==> src/rtl/core/bpcs_pkg.sv <==
`default_nettype none

package bpcs_pkg;

  // Default sizes handed to the top level.
  localparam int MAX_PATTERN_BYTES_DEF = 16;
  localparam int POSITION_BITS_DEF     = 16;

  // The pattern registers always carry sixteen bytes.
  localparam int PATTERN_BYTES_ALL = 16;
  localparam int PAT_IDX_W         = 4;
  localparam int PATTERN_W         = PATTERN_BYTES_ALL * 8;

  // Configuration port.
  localparam int CFG_INDEX_W = 3;
  localparam int CFG_DATA_W  = 64;

  typedef enum logic [CFG_INDEX_W-1:0] {
    CFG_PATTERN_LOW    = 3'd0,
    CFG_PATTERN_HIGH   = 3'd1,
    CFG_PATTERN_LENGTH = 3'd2,
    CFG_SEARCH_OFFSET  = 3'd3,
    CFG_SEARCH_DEPTH   = 3'd4,
    CFG_IGNORE_CASE    = 3'd5
  } cfg_reg_t;

  // ASCII case folding constants.
  localparam logic [7:0] CHAR_UPPER_A = 8'h41;
  localparam logic [7:0] CHAR_UPPER_Z = 8'h5a;
  localparam logic [7:0] CASE_OFFSET  = 8'd32;

  typedef logic [7:0] byte_t;

  // Folds an ASCII capital to lower case when case is to be ignored.
  function automatic byte_t fold_byte(input byte_t c, input logic nocase);
    byte_t res;
    res = c;
    if (nocase && (c >= CHAR_UPPER_A) && (c <= CHAR_UPPER_Z)) begin
      res = c + CASE_OFFSET;
    end
    return res;
  endfunction

endpackage

`default_nettype wire

==> src/rtl/core/bounded_payload_content_search.sv <==
// Searches a packet payload, taken one byte per transfer, for a configured pattern of
// 1 to MAX_PATTERN_BYTES bytes whose start lies at or after search_offset and, when
// search_depth is nonzero, before search_offset + search_depth, optionally ignoring ASCII
// case. Unless a last byte is held, a byte is taken every cycle; each byte passes an
// input register and the compare against the byte history, and on the byte marked last
// the found flag is loaded into the result register, which delivers it, as that byte
// leaves the input register, and the packet state clears. The only stall comes from the
// result side: a last byte waits in the input register while an earlier result has not
// been taken. The pattern is realigned to the pattern length in a register behind the
// configuration registers, through which a pattern or length write reaches the compare.
`default_nettype none

module bounded_payload_content_search
  import bpcs_pkg::*;
#(
  parameter int MAX_PATTERN_BYTES = MAX_PATTERN_BYTES_DEF,
  parameter int POSITION_BITS     = POSITION_BITS_DEF
) (
  input  wire                    clk,
  input  wire                    rst_n,
  // Configuration writes
  input  wire                    cfg_valid,
  output logic                   cfg_ready,
  input  wire  [CFG_INDEX_W-1:0] cfg_index,
  input  wire  [CFG_DATA_W-1:0]  cfg_data,
  // Payload bytes
  input  wire                    in_valid,
  output logic                   in_ready,
  input  wire  [7:0]             in_payload_byte,
  input  wire                    in_last_byte,
  // Per-packet result
  output logic                   out_valid,
  input  wire                    out_ready,
  output logic                   out_match_found
);

  localparam int HIST_LEN = MAX_PATTERN_BYTES - 1;
  localparam int LEN_W    = $clog2(MAX_PATTERN_BYTES + 1);
  localparam int CMP_W    = ((POSITION_BITS > 16) ? POSITION_BITS : 16) + 2;
  localparam logic [POSITION_BITS-1:0] POS_MAX = {POSITION_BITS{1'b1}};

  // Configuration registers
  logic [63:0] pattern_low_r;
  logic [63:0] pattern_high_r;
  logic [4:0]  pattern_length_r;
  logic [15:0] search_offset_r;
  logic [15:0] search_depth_r;
  logic        ignore_case_r;

  // Derived pattern, aligned so that byte k faces the payload byte k places back
  byte_t              algn_r [MAX_PATTERN_BYTES];
  byte_t              algn_nxt [MAX_PATTERN_BYTES];
  logic               care_r [MAX_PATTERN_BYTES];
  logic               care_nxt [MAX_PATTERN_BYTES];
  logic [LEN_W-1:0]   len_r;
  logic [LEN_W-1:0]   len_nxt;

  // Input register
  logic  s1_vld_r;
  logic  s1_vld_nxt;
  byte_t s1_byte_r;
  logic  s1_last_r;
  logic  s1_adv;
  logic  in_xfer;

  // Packet state
  byte_t                  hist_r [HIST_LEN];
  logic [POSITION_BITS-1:0] pos_r;
  logic [POSITION_BITS-1:0] pos_nxt;
  logic                   found_r;
  logic                   found_nxt;

  // Result register
  logic out_valid_r;
  logic out_valid_nxt;
  logic out_match_found_r;

  // Compare signals
  byte_t            win [MAX_PATTERN_BYTES];
  logic             byte_ok [MAX_PATTERN_BYTES];
  logic             all_ok;
  logic [CMP_W-1:0] pos_inc;
  logic [CMP_W-1:0] start_pos;
  logic [CMP_W-1:0] win_lo;
  logic [CMP_W-1:0] win_hi;
  logic             enough_bytes;
  logic             in_window;
  logic             hit;

  logic [PATTERN_W-1:0]     pat_vec;
  logic [PATTERN_W-1:0]     rev_vec;
  logic [PATTERN_W-1:0]     shf_vec;
  logic [PAT_IDX_W-1:0]     shift_bytes;

  // Configuration writes are always taken.
  assign cfg_ready = 1'b1;

  always_ff @(posedge clk) begin
    if (!rst_n) begin
      pattern_low_r    <= '0;
      pattern_high_r   <= '0;
      pattern_length_r <= 5'd1;
      search_offset_r  <= '0;
      search_depth_r   <= '0;
      ignore_case_r    <= 1'b0;
    end else if (cfg_valid && cfg_ready) begin
      case (cfg_index)
        CFG_PATTERN_LOW:    pattern_low_r    <= cfg_data;
        CFG_PATTERN_HIGH:   pattern_high_r   <= cfg_data;
        CFG_PATTERN_LENGTH: pattern_length_r <= cfg_data[4:0];
        CFG_SEARCH_OFFSET:  search_offset_r  <= cfg_data[15:0];
        CFG_SEARCH_DEPTH:   search_depth_r   <= cfg_data[15:0];
        CFG_IGNORE_CASE:    ignore_case_r    <= cfg_data[0];
        default: ;
      endcase
    end
  end

  // Clamp the pattern length and align the pattern to it. A zero length counts as one.
  always_comb begin
    if (pattern_length_r == 5'd0) begin
      len_nxt = LEN_W'(1);
    end else if (int'(pattern_length_r) > MAX_PATTERN_BYTES) begin
      len_nxt = LEN_W'(MAX_PATTERN_BYTES);
    end else begin
      len_nxt = LEN_W'(pattern_length_r);
    end

    pat_vec = {pattern_high_r, pattern_low_r};
    for (int j = 0; j < PATTERN_BYTES_ALL; j++) begin
      rev_vec[8*j +: 8] = pat_vec[8*(PATTERN_BYTES_ALL-1-j) +: 8];
    end
    // Byte k of the shifted vector is pattern byte len-1-k.
    shift_bytes = PAT_IDX_W'(PATTERN_BYTES_ALL - int'(len_nxt));
    shf_vec     = rev_vec >> {shift_bytes, 3'b000};

    for (int k = 0; k < MAX_PATTERN_BYTES; k++) begin
      algn_nxt[k] = fold_byte(shf_vec[8*k +: 8], ignore_case_r);
      care_nxt[k] = (k < int'(len_nxt));
    end
  end

  always_ff @(posedge clk) begin
    len_r <= len_nxt;
    for (int k = 0; k < MAX_PATTERN_BYTES; k++) begin
      algn_r[k] <= algn_nxt[k];
      care_r[k] <= care_nxt[k];
    end
  end

  // Input stage handshake: a last byte waits only for room in the result register.
  assign s1_adv   = s1_vld_r && (!s1_last_r || !out_valid_r || out_ready);
  assign in_ready = !s1_vld_r || s1_adv;
  assign in_xfer  = in_valid && in_ready;

  always_comb begin
    s1_vld_nxt = s1_vld_r;
    if (in_xfer) begin
      s1_vld_nxt = 1'b1;
    end else if (s1_adv) begin
      s1_vld_nxt = 1'b0;
    end
  end

  always_ff @(posedge clk) begin
    if (!rst_n) begin
      s1_vld_r <= 1'b0;
    end else begin
      s1_vld_r <= s1_vld_nxt;
    end
  end

  always_ff @(posedge clk) begin
    if (in_xfer) begin
      s1_byte_r <= in_payload_byte;
      s1_last_r <= in_last_byte;
    end
  end

  // Byte compare of the current byte and the history against the aligned pattern.
  always_comb begin
    win[0] = s1_byte_r;
    for (int k = 1; k < MAX_PATTERN_BYTES; k++) begin
      win[k] = hist_r[k-1];
    end
    all_ok = 1'b1;
    for (int k = 0; k < MAX_PATTERN_BYTES; k++) begin
      byte_ok[k] = !care_r[k] || (fold_byte(win[k], ignore_case_r) == algn_r[k]);
      all_ok     = all_ok && byte_ok[k];
    end
  end

  // Start position window check.
  always_comb begin
    pos_inc      = CMP_W'(pos_r) + CMP_W'(1);
    enough_bytes = (pos_inc >= CMP_W'(len_r));
    start_pos    = pos_inc - CMP_W'(len_r);
    win_lo       = CMP_W'(search_offset_r);
    win_hi       = win_lo + CMP_W'(search_depth_r);
    in_window    = (start_pos >= win_lo) &&
                   ((search_depth_r == 16'd0) || (start_pos < win_hi));
    hit          = enough_bytes && in_window && all_ok;
  end

  // Packet state update; the last byte clears it.
  always_comb begin
    pos_nxt   = pos_r;
    found_nxt = found_r;
    if (s1_adv) begin
      if (s1_last_r) begin
        pos_nxt   = '0;
        found_nxt = 1'b0;
      end else begin
        found_nxt = found_r || hit;
        if (pos_r != POS_MAX) begin
          pos_nxt = pos_r + POSITION_BITS'(1);
        end
      end
    end
  end

  always_ff @(posedge clk) begin
    if (!rst_n) begin
      pos_r   <= '0;
      found_r <= 1'b0;
    end else begin
      pos_r   <= pos_nxt;
      found_r <= found_nxt;
    end
  end

  // History shift line. Only bytes of the current packet are ever compared.
  always_ff @(posedge clk) begin
    if (s1_adv) begin
      hist_r[0] <= s1_byte_r;
      for (int i = 1; i < HIST_LEN; i++) begin
        hist_r[i] <= hist_r[i-1];
      end
    end
  end

  // Result register, loaded on the last byte of a packet.
  always_comb begin
    out_valid_nxt = out_valid_r;
    if (s1_adv && s1_last_r) begin
      out_valid_nxt = 1'b1;
    end else if (out_ready) begin
      out_valid_nxt = 1'b0;
    end
  end

  always_ff @(posedge clk) begin
    if (!rst_n) begin
      out_valid_r <= 1'b0;
    end else begin
      out_valid_r <= out_valid_nxt;
    end
  end

  always_ff @(posedge clk) begin
    if (s1_adv && s1_last_r) begin
      out_match_found_r <= found_r || hit;
    end
  end

  assign out_valid       = out_valid_r;
  assign out_match_found = out_match_found_r;

`ifndef ASSERT_OFF
  // A last byte leaves the packet state clear.
  a_clear_on_last: assert property (@(posedge clk) disable iff (!rst_n)
    (s1_adv && s1_last_r) |=> ((pos_r == '0) && !found_r))
    else $error("packet state not cleared after last byte");

  // No match can have been recorded before the first byte of a packet.
  a_no_found_at_start: assert property (@(posedge clk) disable iff (!rst_n)
    (pos_r == '0) |-> !found_r)
    else $error("found flag set at packet start");

  // An empty input register always takes a byte.
  a_ready_when_empty: assert property (@(posedge clk) disable iff (!rst_n)
    !s1_vld_r |-> in_ready)
    else $error("input stalled while input register empty");

  // The position steps by one per byte until it saturates.
  a_pos_step: assert property (@(posedge clk) disable iff (!rst_n)
    (s1_adv && !s1_last_r && (pos_r != POS_MAX)) |=>
      (pos_r == $past(pos_r) + POSITION_BITS'(1)))
    else $error("byte position did not advance");
`endif

endmodule

`default_nettype wire
==> config.mk <==
export PLATFORM = sky130hd
export DESIGN_NAME = bounded_payload_content_search
export DESIGN_NICKNAME = d
export VERILOG_FILES = /design/src/rtl/core/bpcs_pkg.sv /design/src/rtl/core/bounded_payload_content_search.sv
export SDC_FILE = /design/constraint.sdc
export NUM_CORES = 1
export LEC_CHECK = 0
export BUFFER_PORTS_ARGS = -buffer_cell sky130_fd_sc_hd__buf_2
export CORE_UTILIZATION = 39
export CTS_CLUSTER_DIAMETER = 40
export DETAILED_ROUTE_END_ITERATION = 8
export GPL_TIMING_DRIVEN = 0
export PLACE_DENSITY = 0.66
export SYNTH_ARGS = -nofsm -noshare
export SYNTH_HDL_FRONTEND = slang
export SYNTH_SLANG_ARGS = --single-unit
==> constraint.sdc <==
create_clock -name clk -period 14.7 [get_ports clk]
set_clock_uncertainty 0.1 [all_clocks]
set_input_delay 2.94 -clock clk [delete_from_list [all_inputs] [get_ports clk]]
set_output_delay 2.94 -clock clk [all_outputs]
set_load 0.02 [all_outputs]
Word-level counts from Yosys, hierarchy flattened
Memory sizes are Yosys's and may differ from the RTL's.
Cells that the tools add are included.
{ "totals": {"wordCells": 342, "output_inout_bits": 4, "in_bits": 81, "regBits": 200, "memories": 3, "ram_bits": 264} }
{ "classes": {"order_cmp": 84, "add_sub_neg": 37, "mux": 43, "shifts": 1, "eq_ne": 22, "reduce_logical": 138} }
{ "memory_table": {"columns": ["memory", "words", "word_bits", "read_ports", "rd_ports_with_merged_regs", "write_ports", "line_no", "text"], "rows": [
  ["algn_r", 16, 8, 16, 0, 16, "bounded_payload_content_search.sv:51", "byte_t algn_r [MAX_PATTERN_BYTES];"],
  ["hist_r", 15, 8, 15, 0, 15, "bounded_payload_content_search.sv:67", "byte_t hist_r [HIST_LEN];"],
  ["care_r", 16, 1, 16, 0, 16, "bounded_payload_content_search.sv:53", "logic care_r [MAX_PATTERN_BYTES];"]
]} }
{ "op_table": {"columns": ["op", "n"], "rows": [
  ["adder 8 x 6 -> 8 bit (second input constant)", 32],
  ["greater-or-equal comparator 8 x 7 -> 1 bit (second input constant)", 32],
  ["less-or-equal comparator 8 x 7 -> 1 bit (second input constant)", 32],
  ["2-to-1 mux 8 bit", 32],
  ["== test 8 bit", 16],
  ["right shift 128 x 7 -> 128 bit", 1],
  ["logical AND 1 bit", 85],
  ["less-than comparator 4 x 5 -> 1 bit (first input constant)", 8],
  ["2-to-1 mux 16 bit", 2],
  ["logical OR 1 bit", 21],
  ["less-than comparator 3 x 5 -> 1 bit (first input constant)", 4],
  ["logical NOT 1 bit", 19],
  ["greater-or-equal comparator 18 x 16 -> 1 bit", 1],
  ["less-than comparator 18 x 17 -> 1 bit", 1],
  ["subtractor 17 x 5 -> 18 bit", 1],
  ["adder 16 x 1 -> 17 bit (second input constant)", 1],
  ["adder 16 x 16 -> 17 bit", 1],
  ["greater-or-equal comparator 17 x 5 -> 1 bit", 1],
  ["adder 16 x 1 -> 16 bit (second input constant)", 1],
  ["logical NOT 16 bit", 1],
  ["inequality test 16 bit (second input constant)", 1],
  ["AND reduction 2 bit", 7],
  ["less-than comparator 1 x 5 -> 1 bit (first input constant)", 2],
  ["less-than comparator 2 x 5 -> 1 bit (first input constant)", 2],
  ["10 further kinds", 21]
]} }

Logic depth before layout (Yosys ltp)
Gate-level depths: netlist of run 1.
An unclocked memory read counts as a cell.
{ "depth": {"depth_word": 25, "mapped_depth": 21, "ltp_nobuf": 20} }

Worst setup path after synthesis of run 1
Ideal clock, no wire load.
{ "synth_path": {"kind": "input -> register", "startpoint": "input port out_ready", "endpoint": "register pos_r[6]", "required_time_ns": 14.485, "stages": 7, "slack_ns": 0.263, "arrival_ns": 14.222, "setup_time_ns": 0.115, "path_buffers": 1, "path_cell_list": "nor2b_1 -> a21boi_0 -> o21ai_1 -> clkbuf_1 -> nand2_1 -> o21ai_0 -> and2_1"} }
{ "synth_between": {"elab_chain_cells": 3} }
{ "synth_lines": {"columns": ["item", "line_no", "text"], "rows": [
  ["from (decl)", "bounded_payload_content_search.sv:33", "input wire out_ready,"],
  ["logical OR 1 bit", "bounded_payload_content_search.sv:152", "assign s1_adv = s1_vld_r && (!s1_last_r || !out_valid_r || out_ready);"],
  ["logical AND 1 bit", "bounded_payload_content_search.sv:152", null],
  ["named net s1_adv", "bounded_payload_content_search.sv:63", "logic s1_adv;"],
  ["AND reduction 2 bit (no line)", null, null],
  ["to (signal assigned)", "bounded_payload_content_search.sv:227", "pos_r <= pos_nxt;"],
  ["to (decl)", "bounded_payload_content_search.sv:68", "logic [POSITION_BITS-1:0] pos_r;"]
]} }
The timed path passes the listed nets, and every way through them passes these cells.
A chain may end at the register's enable or synchronous reset.

Final worst setup path of run 1
{ "layout_path": {"startpoint": "input port out_ready", "endpoint": "output port in_ready"} }
{ "layout_between": {"elab_chain_cells": 3} }
{ "layout_lines": {"columns": ["item", "line_no", "text"], "rows": [
  ["logical OR 1 bit", "bounded_payload_content_search.sv:152", null],
  ["logical AND 1 bit", "bounded_payload_content_search.sv:152", null],
  ["logical OR 1 bit", "bounded_payload_content_search.sv:153", "assign in_ready = !s1_vld_r || s1_adv;"],
  ["to (decl)", "bounded_payload_content_search.sv:28", "output logic in_ready,"]
]} }
No other way between the ends.

==> results of run 1 <==
==> synthesized netlist by cell type, types with 7 or more instances <==
cell / n
o41ai_1: 8
o22ai_1: 29
o21ai_0: 56
a21boi_0: 172
a22oi_1: 31
or2_2: 7
buf_1: 10
mux2_1: 7
edfxtp_1: 130
or4_1: 17
clkbuf_1: 106
ha_1: 87
and2_1: 24
o21ai_1: 12
o211ai_1: 19
nor2b_1: 28
nor2_1: 117
dfxtp_1: 333
o31ai_1: 15
mux2i_1: 56
nor4_1: 15
a21oi_1: 83
o21a_1: 20
nand4_1: 29
buf_2: 16
nand2b_1: 11
a211oi_1: 7
inv_1: 73
xor2_1: 79
a2bb2oi_1: 12
nand2_1: 441
xnor2_1: 95
a31oi_1: 20
nand3_1: 57
buf_6: 7
mux4_2: 103
o2bb2ai_1: 10
or3_1: 17
nor3_1: 43
a21o_1: 26
and3_1: 18
o21bai_1: 8
==> routing by layer <==
metal / global-route usage, % / vias up
met2: 43.3 / 1008
met3: 5.73 / 188
met1: 36.9 / 10400
met4: 14.6 / 0
met5: 0 / -
li1: - / 9657
==> logic make-up after synthesis <==
family                     share of synthesized area (%)
and+or+nand+nor                                     15.6
AOI/OAI and AO/OA                                   16.1
DFF                                                 42.0
buffers and inverters                               3.57
xor gates and xnor gates                            6.06
muxes                                               12.1
adders and majority gates                           4.49
other                                             0.0149
==> power by group through the flow <==
stage	logic [mW]	registers, mW	clock network, mW
final	0.284	1.38	1.80
after global routing	0.306	1.39	1.88
after CTS	0.279	1.38	1.83
after detailed placement	0.277	1.41	0
after global placement	0.269	1.42	0
after floorplan	0.176	1.40	0
==> cell type report <==
type | instances | area [µm²] | share of cell area [%]
Antenna cell | 2 | 5.00 | 0.0171
Buffer | 142 | 617 | 2.10
Tap cell | 846 | 1060 | 3.61
Clock inverter | 49 | 591 | 2.01
Sequential cell | 463 | 10600 | 36.0
Inverter | 74 | 280 | 0.955
Multi-Input combinational cell | 1876 | 13700 | 46.7
Timing Repair Buffer | 85 | 503 | 1.71
Clock buffer | 88 | 2000 | 6.82
==> final timing paths <==
check	from	end	slack (ns)	cells after the start
setup reg to reg	pattern_length_r[0]$_SDFFE_PN1P_	algn_r[0][22]$_DFF_P_	8.02	21
hold reg to reg	found_r$_SDFFE_PN0P_	found_r$_SDFFE_PN0P_	0.36	2
hold / removal	found_r$_SDFFE_PN0P_	found_r$_SDFFE_PN0P_	0.36	2
setup / recovery	out_ready	in_ready	7.93	4
==> flip-flops by register name, summed over array words and instances, names as in the netlist <==
| name | count |
|---|---|
| out_valid | 1 |
| pos_r | 16 |
| pattern_low_r | 64 |
| pattern_length_r | 5 |
| found_r | 1 |
| s1_last_r | 1 |
| s1_byte_r | 8 |
| hist_r | 120 |
| len_r | 5 |
| out_match_found | 1 |
| search_depth_r | 16 |
| pattern_high_r | 64 |
| search_offset_r | 16 |
| ignore_case_r | 1 |
| algn_r | 128 |
| s1_vld_r | 1 |
| care_r | 15 |
==> metrics by stage <==
| step | area, µm² | std cells |
|---|---|---|
| finish | 29300 | 3625 |
| global route | 29300 | 3624 |
| CTS | 29300 | 3623 |
| detailed placement | 26700 | 3486 |
| global placement | 26600 | 3481 |
| floorplan | 25200 | 2555 |
==> critical path: cells and delay by family <==
| kind | cells | cell delay [ns] |
|---|---|---|
| buf+inv | 2 | 0.27 |
| simple gates | 2 | 0.52 |
==> layout by cell type (no fill, tap or decap), types with 83 or more instances in the layout <==
cell,n
ha_1,87
a21oi_1,83
xnor2_1,95
edfxtp_1,130
nor2_1,117
mux4_2,103
dfxtp_1,333
a21boi_0,171
nand2_1,441
buf_2,96
clkbuf_1,115
==> results.py, run 1 <==
metrics = {
    "power": {
        "pwr-share-clk_pct": 51.9,
        "p_per_area_mw_per_mm2": 118,
        "power.switching_uw": 879,
        "cellLeakagePower_nw": 10.7,
        "ir_drop_v": 0.0000798,
        "power_mw": 3.47,
        "switching_share_pct": 25.3,
        "combPwrFrac_pct": 8.2,
        "pwr-share-seq_pct": 39.9,
        "p_int_mw": 2.59,
    },
    "synthesis": {
        "ys_seq_elements": 463,
        "synth_top_area_cell": "dfxtp_1",
        "syn_area_mm2": 0.0252,
        "synth_enable_flop_cells": 130,
        "synth.area.top_cells": "dfxtp_1 (27%), edfxtp_1 (16%), mux4_2 (9.2%)",
        "syn_inst": 2554,
        "synth-main-ff-cell": "dfxtp_1",
        "async_flop_share_pct": 0,
        "ys_types": 84,
        "yosysWarnings": 0,
        "ys_seq_area_share_pct": 42.0,
        "synth_top_area_share_pct": 26.5,
        "synth_area_per_cell_um2": 9.85,
    },
    "die": {
        "initial_utilization_pct": 39.7,
        "die_w_um": 256,
        "num_rows": 92,
        "io_pins": 85,
        "dieArea_mm2": 0.0655,
        "fp.coreArea_mm2": 0.0634,
        "die_h_um": 256,
    },
    "cells_and_area": {
        "num-fill-cells": 5867,
        "area_growth_pct": 16.6,
        "drive_above_1_share_pct": 13.4,
        "utilization_pct": 46.3,
        "nets": 2886,
    },
    "global_route": {
        "grt_max_degree": 33,
        "grtUsageTotal_pct": 28.0,
        "grt_pass1_wl_um": 136000,
        "antenna_found_initial": 1,
        "overflow": 0,
        "grt_pass1_vias": 20300,
    },
    "routing": {
        "dr.pass1.iters": 6,
        "wire_per_inst_um": 25.6,
        "dr_total_vias": 21300,
        "drtAntennaViolNets": 0,
        "wl_met2_um": 41400,
        "post_drt_via_cell_ratio": 5.86,
        "wl_met3_um": 7580,
        "top_layer": "met4",
        "drt_wl_total_um": 92900,
        "drc": 0,
        "first_iter_violations": 2098,
        "wl_met1_um": 38900,
    },
    "timing": {
        "clock.fmax_mhz": 148,
        "fin_hold_ws_ns": 0.356,
        "worst_slew_pin_slew_ns": 1.27,
        "setup_slack_ns": 7.93,
        "tns_ns": 0,
        "min_period_over_period_pct": 46.1,
        "slew_violations": 0,
        "slew_headroom_pct": 14.5,
        "setup_viol": 0,
        "finalHoldViolCount": 0,
        "period_minus_slack_ns": 6.77,
        "rsz0062_at_grt": "no",
    },
    "clock_tree": {
        "ctsResizeCount": 0,
        "cts_made_buffers": 74,
        "hold_buffers": 0,
        "tritoncts": "yes",
        "root_buffer": "clkbuf_16",
        "post_cts_buffers": 0,
        "clk_pin_slew_ns": 0.05,
        "clockBufferDepth": 3,
        "htreeDepth": 3,
        "worst_skew_pair.late_latency_ns": 0.62,
        "cts.sink_count": 463,
    },
    "critical_path": {
        "slowest_delay_ns": 0.37,
        "critPathKind": "in2out",
        "slowest_stage": "nor2b_1",
        "critical_path.most_common_cell": "buf_2",
        "cp.arrival_ns": 3.73,
        "worstPathCellList": "buf_2 -> nor2b_1 -> nand3_1 -> buf_2",
        "crit_required_ns": 11.66,
        "end_kind": "output pin",
        "cp-start-kind": "input pin",
        "critPathMaxFanout": 4,
    },
    "placement": {
        "gp_congestion": 1.02,
        "hpwl_um": 73900,
        "dp_slack_ns": 7.93,
        "numPortBuffers": 80,
    },
    "run": {
        "maxCapViolCount": 0,
    },
    "status": {
        "status": "completed",
    },
    "min_path": {
        "min_path_type": "reg2reg",
    },
}
Power figures use the tool's default switching activity.
==> run 2: changes to the inputs <==
clock period = 5.5 ns   (was 14.7 ns; I/O delays follow)
==> run 2 against run 1 <==
Effect of this change:
- the flow now finishes with violations (max-capacitance violations, max-slew violations)
- sequential cell count is the same
- worst hold slack lost 0.0030 ns
- clock power rose to 2.7 times the previous value
- combinational power grew to 2.7 times the previous value
- sequential power grew to 2.7 times the previous value
- sequential share of layout area shrank 0.33 points
- final cell count down 0.11%
- die area is the same
- setup slack got worse by 7.8 ns
- non-clock buffer count did not move
- count of clock-buffer cells in the layout decreased by 4
- critical endpoint is now algn_r[0][22]$_DFF_P_
==> results.py, run 2 (synthesis gave the netlist of run 1 again) <==
metrics = {
    "status": {
        "status": "finished with violations",
        "violations": "max-capacitance violations, max-slew violations",
    },
    "timing": {
        "tns_ns": 0,
        "slew_violations": 2,
        "clock.fmax_mhz": 186,
        "min_period_over_period_pct": 97.9,
        "slew_headroom_pct": -3.80,
        "period_minus_slack_ns": 5.38,
        "finalHoldViolCount": 0,
        "rsz0062_at_grt": "no",
        "worst_slew_pin_slew_ns": 1.54,
        "fin_hold_ws_ns": 0.353,
        "setup_viol": 0,
    },
    "min_path": {
        "hold_start": "found_r$_SDFFE_PN0P_",
        "min_path_type": "reg2reg",
        "whs_path_depth": 2,
        "hold_end": "found_r$_SDFFE_PN0P_",
    },
    "run": {
        "maxCapViolCount": 1,
    },
    "cells_and_area": {
        "nets": 2884,
        "num-fill-cells": 5900,
        "largest_reg_flops": 128,
        "utilization_pct": 46.7,
        "area_growth_pct": 17.7,
        "layout_commonest_cell": "nand2_1",
        "most-common-layout-cells": "nand2_1 (441), dfxtp_1 (333), a21boi_0 (171), edfxtp_1 (130), nor2_1 (115)",
        "final_cell_count_no_fill": 3621,
        "drive_above_1_share_pct": 14.9,
        "top_register": "algn_r",
        "top_regs": "algn_r (128), hist_r (120)",
    },
    "power": {
        "ir_drop_v": 0.000251,
        "cellLeakagePower_nw": 10.7,
        "p_per_area_mw_per_mm2": 315,
    },
    "die": {
        "num_rows": 92,
        "dieArea_mm2": 0.0655,
        "die_h_um": 256,
        "io_pins": 85,
        "initial_utilization_pct": 39.7,
        "die_w_um": 256,
        "fp.coreArea_mm2": 0.0634,
    },
    "global_route": {
        "grtUsageTotal_pct": 29.5,
        "overflow": 0,
        "grt_pass1_wl_um": 141000,
        "grt_pass1_vias": 20600,
        "grt_max_degree": 33,
        "antenna_found_initial": 1,
    },
    "critical_path": {
        "critPathKind": "reg2reg",
        "slowest_stage": "a2bb2oi_1",
        "end_kind": "flip-flop",
        "cp-start-kind": "flip-flop",
        "ff2ff_path_depth": 20,
        "cp.arrival_ns": 5.78,
        "rrSetupSlack_ns": 0.12,
        "worstPathCellList": "or3_4 -> a21oi_4 -> inv_4 -> buf_6 -> buf_6 -> buf_6 -> buf_6 -> ha_1 -> clkbuf_4 -> inv_1 -> clkbuf_4 -> buf_4 -> buf_4 -> mux4_2 -> a2bb2oi_1 -> a21oi_1 -> a21o_1 -> nand3_1 -> nand2_1 -> o21a_1",
        "setup.worst_path.start": "pattern_length_r[1]$_SDFFE_PN0P_",
        "slowest_delay_ns": 0.48,
        "critical_path.most_common_cell": "buf_6",
        "reg2reg_to": "algn_r[0][22]$_DFF_P_",
        "crit_required_ns": 5.90,
        "critPathMaxFanout": 10,
        "r2r-start": "pattern_length_r[1]$_SDFFE_PN0P_",
    },
    "clock_tree": {
        "clk_pin_slew_ns": 0.06,
        "tritoncts": "yes",
        "cts_made_buffers": 72,
        "post_cts_buffers": 0,
        "clockBufferDepth": 3,
        "root_buffer": "clkbuf_16",
        "htreeDepth": 3,
        "worst_skew_pair.late_latency_ns": 0.63,
        "cts.sink_count": 463,
    },
    "routing": {
        "dr_total_vias": 21200,
        "drtAntennaViolNets": 0,
        "wire_per_inst_um": 26.7,
        "first_iter_violations": 2285,
        "drc": 0,
        "dr.pass1.iters": 5,
        "post_drt_via_cell_ratio": 5.86,
        "drt_wl_total_um": 96800,
    },
    "placement": {
        "gp_congestion": 1.02,
        "hpwl_um": 77100,
        "numPortBuffers": 80,
        "dp_cells": 3486,
    },
}
==> run 2: changes by cell type in the layout (fill, tap and decap cells not counted), moves of 5 or more <==
cell,before,now
a31oi_1,19,14
a31oi_2,2,7
buf_1,10,3
buf_2,96,91
clkbuf_1,115,104
clkbuf_4,0,8
clkbuf_8,1,6
clkinv_4,7,2
inv_6,15,8
mux2i_1,56,48
mux2i_4,0,5
==> run 2: what timing repair did <==
item / 4_1_cts / 5_1_grt
hold buffers: 0 / 0
endpoints found under the setup margin: 64 / 36
resized for setup: 48 / 28
==> run 2: routing by layer <==
layer	global-route usage [%]	up-vias	wire length, µm
li1	-	9630	-
met4	14.0	0	4600
met1	40.1	10400	41900
met2	45.5	947	43000
met3	4.96	192	7370
met5	0	-	0
==> run 2: layout make-up <==
class | instances | area (µm²) | area share [%]
repair buffers | 85 | 495 | 1.67
inverters | 74 | 280 | 0.946
flip-flops and latches | 463 | 10600 | 35.7
clock buffers | 84 | 1970 | 6.65
multi-input cells | 1876 | 13900 | 47.0
plain buffers | 142 | 682 | 2.30
clock inverters | 49 | 639 | 2.16
well taps | 846 | 1060 | 3.57
diodes | 2 | 5.00 | 0.0169
==> run 2: how the worst max path moves through the flow <==
| stage | endpoint | depth (start not counted) |
|---|---|---|
| after floorplan | algn_r[0][6]$_DFF_P_ | 20 |
| after global placement | algn_r[0][22]$_DFF_P_ | 21 |
| after detailed placement | algn_r[0][22]$_DFF_P_ | 21 |
| after CTS | algn_r[0][30]$_DFF_P_ | 20 |
| after global routing | algn_r[0][6]$_DFF_P_ | 20 |
| final | algn_r[0][22]$_DFF_P_ | 20 |
==> run 2: worst max-delay path, delay by kind of cell, from the launching register on <==
| kind | cells | cell delay, ns |
|---|---|---|
| AOI/OAI and AO/OA | 5 | 1.41 |
| adders and majority gates | 1 | 0.28 |
| buffers and inverters | 10 | 2.12 |
| DFF | 1 | 0.31 |
| muxes | 1 | 0.41 |
| and+or+nand+nor | 3 | 0.58 |
==> run 2: where the power goes <==
group | internal (mW) | switching [mW]
registers | 3.60 | 0.105
logic | 0.298 | 0.481
clock network | 3.10 | 1.76
==> run 2: through the flow <==
stage | cell area [µm²] | power, mW | setup WS [ns]
2_1_floorplan | 25200 | 4.20 | 0.590
3_3_place_gp | 26600 | 4.50 | -1.18
3_5_place_dp | 26700 | 4.52 | -1.25
4_1_cts | 29500 | 9.38 | 0.0152
5_1_grt | 29600 | 9.63 | 0.00705
6_report | 29600 | 9.34 | 0.117
